$ cat src/rtl/core/nhs_pkg.sv
// ----------------------------------------------------------------------------
// nhs_pkg
// shared widths, types, constants and helpers of the neo-hookean stress block
// ----------------------------------------------------------------------------
package nhs_pkg;

  // field widths
  localparam int F_W     = 24;   // deformation gradient entry, q4.20
  localparam int P_W     = 48;   // stress and energy, q32.16
  localparam int CFG_W   = 32;   // configuration data
  localparam int IDX_W   = 8;    // configuration register index

  // internal widths
  localparam int FF_W    = 48;   // product of two entries
  localparam int C_W     = 49;   // cofactor, q.40
  localparam int TR_W    = 52;   // sum of squares minus three, q.40
  localparam int MUF_W   = 57;   // mu times entry, q.36
  localparam int PP_W    = 80;   // partial product
  localparam int W_W     = 120;  // wide accumulator
  localparam int DQ_W    = 44;   // j minus gamma, q.30
  localparam int SQ_W    = 56;   // summed modulus times d, q.24
  localparam int E_W     = 56;   // d squared, q.30
  localparam int DQ_SPL  = 22;   // low part of d in split products
  localparam int SQ_SPL  = 28;   // low part of s in split products
  localparam int E_SPL   = 28;   // low part of d squared in split products
  localparam int RND_W   = 64;   // rounded value before saturation
  localparam int CNT_W   = 5;    // divider step counter
  localparam int LH_W    = 33;   // summed modulus, q17.16
  localparam int GAM_W   = 32;   // gamma, q2.30

  // register indexes
  localparam logic [IDX_W-1:0] REG_SHEAR = 8'd0;
  localparam logic [IDX_W-1:0] REG_BULK  = 8'd1;

  // reset values
  localparam logic [CFG_W-1:0] MU_RST    = 32'd65536;
  localparam logic [CFG_W-1:0] LAM_RST   = 32'd65536;
  localparam logic [LH_W-1:0]  LH_RST    = 33'd131072;
  localparam logic [GAM_W-1:0] GAM_RST   = 32'h6000_0000;  // 1.5
  localparam logic [GAM_W-1:0] GAM_ONE   = 32'h4000_0000;  // 1.0
  localparam logic [CNT_W-1:0] DIV_STEPS = 5'd30;

  // cofactor k = f[A]*f[B] - f[D]*f[E]
  localparam int COF_A [9] = '{4, 6, 3, 7, 0, 6, 1, 3, 0};
  localparam int COF_B [9] = '{8, 5, 7, 2, 8, 1, 5, 2, 4};
  localparam int COF_D [9] = '{7, 3, 6, 1, 6, 0, 4, 0, 3};
  localparam int COF_E [9] = '{5, 8, 4, 8, 2, 7, 2, 5, 1};

  localparam logic signed [RND_W-1:0] OUT_MAX = 64'sh0000_7FFF_FFFF_FFFF;
  localparam logic signed [RND_W-1:0] OUT_MIN = -64'sh0000_8000_0000_0000;

  typedef enum logic [1:0] {
    GAM_IDLE,
    GAM_LOAD,
    GAM_RUN
  } gam_state_t;

  typedef logic [8:0][F_W-1:0]   f_vec_t;
  typedef logic [8:0][C_W-1:0]   cof_vec_t;
  typedef logic [8:0][MUF_W-1:0] muf_vec_t;
  typedef logic [2:0][PP_W-1:0]  jp_vec_t;
  typedef logic [8:0][P_W-1:0]   p_vec_t;

  typedef struct packed {
    cof_vec_t          c;
    muf_vec_t          muf;
    jp_vec_t           jp;
    logic [PP_W-1:0]   mt_lo;
    logic [PP_W-1:0]   mt_hi;
  } front_t;

  typedef struct packed {
    cof_vec_t          c;
    muf_vec_t          muf;
    logic [W_W-1:0]    mt;
    logic [SQ_W-1:0]   sq;
    logic [E_W-1:0]    e;
  } scale_t;

  // round to nearest, ties up, then drop n fraction bits
  function automatic logic [RND_W-1:0] rnd(input logic [W_W-1:0] x, input int n);
    logic [W_W-1:0] t;
    t = x + (W_W'(1) << (n - 1));
    return RND_W'(t >> n);
  endfunction

  // clamp to the signed 48-bit range
  function automatic logic [P_W-1:0] sat48(input logic [RND_W-1:0] r);
    logic [P_W-1:0] res;
    if ($signed(r) > OUT_MAX) begin
      res = P_W'(OUT_MAX);
    end else if ($signed(r) < OUT_MIN) begin
      res = P_W'(OUT_MIN);
    end else begin
      res = r[P_W-1:0];
    end
    return res;
  endfunction

endpackage

$ cat src/rtl/core/nhs_gamma.sv
// ----------------------------------------------------------------------------
// nhs_gamma
// summed modulus and gamma = 1 + mu/(mu + lambda), restoring divider, one bit a cycle
// ----------------------------------------------------------------------------
module nhs_gamma (
  input  logic                        clk,
  input  logic                        rst_n,
  input  logic                        start,
  input  logic [nhs_pkg::CFG_W-1:0]   mu,
  input  logic [nhs_pkg::CFG_W-1:0]   lam,
  output logic [nhs_pkg::LH_W-1:0]    lh,
  output logic [nhs_pkg::GAM_W-1:0]   gamma,
  output logic                        busy
);

  nhs_pkg::gam_state_t state_r, state_nxt;
  logic [nhs_pkg::LH_W-1:0]  lh_r;
  logic [nhs_pkg::GAM_W-1:0] gamma_r;
  logic [nhs_pkg::LH_W-1:0]  rem_r;
  logic [30:0]               num_r;
  logic [30:0]               q_r;
  logic [nhs_pkg::CNT_W-1:0] cnt_r;
  logic [62:0]               num;
  logic [33:0]               rem_sh;
  logic                      qbit;
  logic [30:0]               q_nxt;

  // next state
  always_comb begin
    state_nxt = state_r;
    if (start) begin
      state_nxt = nhs_pkg::GAM_LOAD;
    end else begin
      unique case (state_r)
        nhs_pkg::GAM_IDLE: state_nxt = nhs_pkg::GAM_IDLE;
        nhs_pkg::GAM_LOAD: state_nxt = (lh_r == '0) ? nhs_pkg::GAM_IDLE : nhs_pkg::GAM_RUN;
        nhs_pkg::GAM_RUN:  state_nxt = (cnt_r == '0) ? nhs_pkg::GAM_IDLE : nhs_pkg::GAM_RUN;
        default:           state_nxt = nhs_pkg::GAM_IDLE;
      endcase
    end
  end

  // outputs
  always_comb begin
    busy = (state_r != nhs_pkg::GAM_IDLE);
  end

  // rounded dividend and one restoring step
  always_comb begin
    num    = {1'b0, mu, 30'b0} + 63'(lh_r >> 1);
    rem_sh = {rem_r, num_r[30]};
    qbit   = (rem_sh >= 34'(lh_r));
    q_nxt  = {q_r[29:0], qbit};
  end

  always_ff @(posedge clk) begin
    if (!rst_n) begin
      state_r <= nhs_pkg::GAM_IDLE;
      lh_r    <= nhs_pkg::LH_RST;
      gamma_r <= nhs_pkg::GAM_RST;
    end else begin
      state_r <= state_nxt;
      if (start) begin
        lh_r <= {1'b0, mu} + {1'b0, lam};
      end
      if (!start && state_r == nhs_pkg::GAM_LOAD && lh_r == '0) begin
        gamma_r <= nhs_pkg::GAM_ONE;
      end
      if (!start && state_r == nhs_pkg::GAM_RUN && cnt_r == '0) begin
        gamma_r <= nhs_pkg::GAM_ONE + 32'(q_nxt);
      end
    end
  end

  // divider datapath
  always_ff @(posedge clk) begin
    if (state_r == nhs_pkg::GAM_LOAD) begin
      rem_r <= 33'(num[62:31]);
      num_r <= num[30:0];
      q_r   <= '0;
      cnt_r <= nhs_pkg::DIV_STEPS;
    end else if (state_r == nhs_pkg::GAM_RUN) begin
      rem_r <= qbit ? 33'(rem_sh - 34'(lh_r)) : 33'(rem_sh);
      num_r <= {num_r[29:0], 1'b0};
      q_r   <= q_nxt;
      cnt_r <= cnt_r - 5'd1;
    end
  end

  assign lh    = lh_r;
  assign gamma = gamma_r;

endmodule

$ cat config.mk
export PLATFORM = sky130hd
export DESIGN_NAME = nhs_gamma
export DESIGN_NICKNAME = d
export VERILOG_FILES = /design/src/rtl/core/nhs_pkg.sv /design/src/rtl/core/nhs_gamma.sv
export SDC_FILE = /design/constraint.sdc
export NUM_CORES = 1
export LEC_CHECK = 0
export BUFFER_PORTS_ARGS = -buffer_cell sky130_fd_sc_hd__buf_2
export CORE_MARGIN = 2
export CORE_UTILIZATION = 59
export DETAILED_ROUTE_END_ITERATION = 10
export PLACE_DENSITY_LB_ADDON = 0.08
export SLEW_MARGIN = 30
export SYNTH_ARGS = -nofsm -noshare
export SYNTH_HDL_FRONTEND = slang
export SYNTH_SLANG_ARGS = --single-unit
export TNS_END_PERCENT = 1
$ cat constraint.sdc
create_clock -name clk -period 3.44 [get_ports clk]
set_input_delay 0.172 -clock clk [delete_from_list [all_inputs] [get_ports clk]]
set_output_delay 0.172 -clock clk [all_outputs]
set_load 0.01 [all_outputs]
==> out/results.md <==
| Parameter | This run | Unit |
|:---|:---|:---|
| Run status | finished clean | - |
| Reg2reg end | rem_r[25] | - |
| Proportion of layout cells with a drive suffix above 1 | 20.5 | % |
| Die Width | 139 | um |
| Area enclosed by the die boundary | 19,300 | um^2 |
| Post-detailed-route count of antenna-violating nets | 0 | - |
| Maximum number of pins on one net before global-route repair | 103 | - |
| Average routed wire per standard cell | 19.5 | um |
| Remaining max-slew budget at the tightest pin | 43.3 | % |
| CP Launch Type | flop | - |
| Hold-critical path depth | 3 | - |
| Remaining global-route overflow | 0 | - |
| Crit path buf inv count | 2 | - |
| First-pass detailed-route iteration total | 5 | - |
| I/O pin count | 133 | - |
| Number of antenna violations at the first check in global routing | 1 | - |
| Total negative slack for setup checks | 0 | ns |
| CP most frequent cell | sky130_fd_sc_hd__mux2i_1 | - |
| Final Slew Violations | 0 | - |
| Netlist area before placement | 10,800 | um^2 |
| Synthesized netlist cell count | 1,139 | - |
| Synth async-reset ratio | 0 | % |
| Cell depth of the worst flop-to-flop path | 12 | - |
| Top FF cell, synth | sky130_fd_sc_hd__dfxtp_1 | - |
| Areal power density over the cells | 503 | nW/um^2 |
| TritonCTS buffer count | 17 | - |
| Static power due to leakage | 5.25 | nW |
| Clock root buffer | sky130_fd_sc_hd__clkbuf_16 | - |
| Hold Path Sink | rem_r[26] | - |
| Count of state elements after synthesis | 166 | - |
| Count of nets after finishing | 1,434 | - |
| Worst-case vdd ir drop | 0.000531 | V |
| Time the final worst path needs with I/O delays and setup | 3.28 | ns |
| Post-route fraction of the period consumed by the critical path | 95.4 | % |
| Number of synthesis warnings | 0 | - |
| Kind of cell adding the most delay to the critical path | compound AO/OA/AOI/OAI gates | - |
| Ant. Diodes | 0 | - |
| Port bufs | 132 | - |
| Worst hold path startpoint | mu[27] | - |
| Routed WL | 29.9 | mm |
| Max Fclk | 305 | MHz |
| Area growth, synth to finish | 16.5 | % |
| Skew-Pair Late Insertion Delay | 0.44 | ns |
| Post-synth net total | 1,280 | - |
| Mean number of vias per cell | 6.07 | - |
| Number of global-route vias before repair | 8,912 | - |
| Core region area | 17,900 | um^2 |
| Total of endpoints with negative setup slack in the final report | 0 | - |
| Data required, critical path | 3.61 | ns |
| Final standard cell utilization of the core | 70.0 | % |
| RSZ-0062 raised after global routing | false | - |
| Total via count after detailed routing | 9,317 | - |
| Avg Synthesized Cell Area | 9.44 | um^2 |
| Actual slew at the worst max-slew pin | 0.850 | ns |
| Die boundary height | 139 | um |
| Biggest fanout along the worst timing path | 9 | - |
| Largest clock skew in the final design | 0.0142 | ns |
| Wire length of the first global-routing pass | 47.0 | mm |
| Iter 0 DRT Violations | 804 | - |
| Slowest-stage cell, CP | sky130_fd_sc_hd__o31ai_4 | - |
| CTS tree | built | - |
| GP Congestion | 0.961 | - |
| Path category of the worst min-delay check | in -> reg | - |
| Path type of the worst setup path | reg -> reg | - |
| Startpoint of the worst register-to-register path | lh[6] | - |
| Element type at the critical path end | flop | - |
| Num rows | 49 | - |
| Total number of H-tree levels | 4 | - |
| Initial standard-cell utilization of the core | 60.1 | % |
| Clock slew at the register clock pins of the worst setup and hold paths | 0.07 | ns |
| DRC violation count after routing | 0 | - |
| Cell-by-cell listing of the critical path | inv_1 -> ha_1 -> nand2_1 -> or2_4 -> o211ai_2 -> nand2_2 -> o21ai_4 -> a41oi_4 -> o31ai_4 -> buf_4 -> mux2i_1 -> mux2i_1 | - |
| Count of flip-flops with a built-in enable after synthesis | 63 | - |
| Worst reg-to-reg setup slack | 0.16 | ns |
| Final Hold Violating Endpoints | 0 | - |
| Max Root-Sink Buffers | 2 | - |
| Number of distinct library cell variants in the gate-level netlist after synthesis | 73 | - |
| Sequential cell area fraction in the yosys report | 36.8 | % |
| Post-DP HPWL | 22.4 | mm |
| Global-route total usage across every layer | 30.6 | % |
| Data arrival at the endpoint of the critical path | 3.46 | ns |
| Max-capacitance violation count | 0 | - |
| Worst stage delay on the critical path | 0.54 | ns |
| Clock sink total | 166 | - |
-- power by group --
part | total, mW | switching, mW | internal (mW) | leakage (nW)
sequential | 2.30 | 0.0869 | 2.22 | 1.43
combinational | 2.10 | 1.17 | 0.927 | 3.53
clock | 1.89 | 0.921 | 0.972 | 0.283
-- per-stage QoR --
stage | setup WS (ns) | cell area (um^2) | instances | total power [mW] | hold WS [ns]
after floorplan | 0.489 | 10800 | 1139 | 3.78 | 0.374
after global placement | 0.119 | 11900 | 1500 | 4.33 | 0.446
after detailed placement | 0.0409 | 11900 | 1500 | 4.37 | 0.461
after CTS | 0.0324 | 12500 | 1532 | 6.25 | 0.161
after global routing | 0.0316 | 12500 | 1535 | 6.59 | 0.195
final | 0.157 | 12500 | 1535 | 6.29 | 0.164
-- cell usage in the layout, fill, tap and decap left out, types with 32 or more instances in the layout --
cell	n
sky130_fd_sc_hd__ha_1	68
sky130_fd_sc_hd__edfxtp_1	63
sky130_fd_sc_hd__buf_2	131
sky130_fd_sc_hd__nand2_1	81
sky130_fd_sc_hd__xnor2_1	49
sky130_fd_sc_hd__dfxtp_1	103
sky130_fd_sc_hd__a21o_1	32
sky130_fd_sc_hd__nor2b_1	52
sky130_fd_sc_hd__a21oi_1	55
sky130_fd_sc_hd__xor2_1	34
sky130_fd_sc_hd__buf_4	47
sky130_fd_sc_hd__inv_1	67
sky130_fd_sc_hd__o21ai_0	36
sky130_fd_sc_hd__nor2_1	73
sky130_fd_sc_hd__mux2i_1	91
-- cells by family (layout without fill, tap and decap cells) --
| group | Yosys count | in the layout | synth area share (%) |
|---|---|---|---|
| AOI/OAI and AO/OA | 257 | 257 | 16.2 |
| DFF | 166 | 166 | 36.8 |
| and+or+nand+nor | 323 | 323 | 15.2 |
| muxes | 122 | 122 | 11.7 |
| xor gates and xnor gates | 83 | 83 | 6.76 |
| adders and majority gates | 74 | 74 | 8.82 |
| buffers and inverters | 114 | 281 | 4.51 |
-- per-layer routing --
layer	track usage [%]	part of all wire [%]	vias to the layer above
li1	-	-	4434
met1	42.1	44	4462
met2	48.3	46	354
met3	5.80	7.2	67
met4	11.3	3.1	0
met5	0	0	-
-- how the worst max path moves through the flow --
| stage | cells past startpoint | slack [ns] | from | to |
|---|---|---|---|---|
| after floorplan | 14 | 0.49 | lh[0] | rem_r[31] |
| after global placement | 12 | 0.12 | lh[7] | rem_r[7] |
| after detailed placement | 12 | 0.04 | lh[6] | rem_r[6] |
| after CTS | 12 | 0.03 | lh[6] | rem_r[6] |
| after global routing | 12 | 0.03 | lh[7] | rem_r[15] |
| final | 12 | 0.16 | lh[6] | rem_r[25] |
-- Yosys cell counts, types with 6 or more instances --
cell type,n,share of area [%]
sky130_fd_sc_hd__xnor2_1,49,4.0
sky130_fd_sc_hd__inv_1,67,2.3
sky130_fd_sc_hd__a21oi_1,55,2.6
sky130_fd_sc_hd__nand3_1,30,1.4
sky130_fd_sc_hd__ha_1,71,8.3
sky130_fd_sc_hd__nor4_1,8,0.47
sky130_fd_sc_hd__o21ai_1,18,0.84
sky130_fd_sc_hd__and3_1,10,0.58
sky130_fd_sc_hd__mux2_2,30,3.1
sky130_fd_sc_hd__nand4_1,15,0.87
sky130_fd_sc_hd__o211ai_1,9,0.63
sky130_fd_sc_hd__a21o_1,32,2.2
sky130_fd_sc_hd__nor3_1,12,0.56
sky130_fd_sc_hd__dfxtp_1,103,19
sky130_fd_sc_hd__nand2_1,81,2.8
sky130_fd_sc_hd__nand3b_1,6,0.42
sky130_fd_sc_hd__xor2_1,34,2.8
sky130_fd_sc_hd__clkbuf_1,32,1.1
sky130_fd_sc_hd__mux2i_1,91,8.5
sky130_fd_sc_hd__o21bai_1,11,0.77
sky130_fd_sc_hd__nor2_1,73,2.5
sky130_fd_sc_hd__o21a_1,11,0.77
sky130_fd_sc_hd__a31oi_1,9,0.52
sky130_fd_sc_hd__buf_1,6,0.21
sky130_fd_sc_hd__nor2b_1,52,3.0
sky130_fd_sc_hd__a22oi_1,30,2.1
sky130_fd_sc_hd__edfxtp_1,63,18
sky130_fd_sc_hd__o21ai_0,36,1.7
sky130_fd_sc_hd__nand2b_1,7,0.41
sky130_fd_sc_hd__a211oi_1,7,0.49
-- layout make-up --
| type | count | area, um^2 |
|---|---|---|
| Multi-Input combinational cell | 859 | 6370 |
| Fill cell | 1418 | 5380 |
| Sequential cell | 166 | 3950 |
| Timing Repair Buffer | 182 | 1080 |
| Clock buffer | 18 | 429 |
| Tap cell | 229 | 287 |
| Inverter | 67 | 251 |
| Clock inverter | 14 | 156 |
-- worst register-to-register path, stage by stage (launching register included) --
cell                       delay (ns)
sky130_fd_sc_hd__dfxtp_1         0.40
sky130_fd_sc_hd__inv_1           0.09
sky130_fd_sc_hd__ha_1            0.33
sky130_fd_sc_hd__nand2_1         0.10
sky130_fd_sc_hd__or2_4           0.26
sky130_fd_sc_hd__o211ai_2        0.24
sky130_fd_sc_hd__nand2_2         0.12
sky130_fd_sc_hd__o21ai_4         0.21
sky130_fd_sc_hd__a41oi_4         0.15
sky130_fd_sc_hd__o31ai_4         0.54
sky130_fd_sc_hd__buf_4           0.27
sky130_fd_sc_hd__mux2i_1         0.22
sky130_fd_sc_hd__mux2i_1         0.09
-- timing repair --
item / in CTS / in global routing
hold buffers: 0 / 0
setup endpoints to repair: 0 / 26
setup buffers: 0 / 3
gates resized for setup: 0 / 3
-- sequential cells by signal (all words and copies together), names as in the netlist --
| register | count |
|---|---|
| state_r | 2 |
| rem_r | 33 |
| gamma | 32 |
| q_r | 30 |
| cnt_r | 5 |
| num_r | 31 |
| lh | 33 |
No activity file was read; power rests on OpenSTA's default activity.
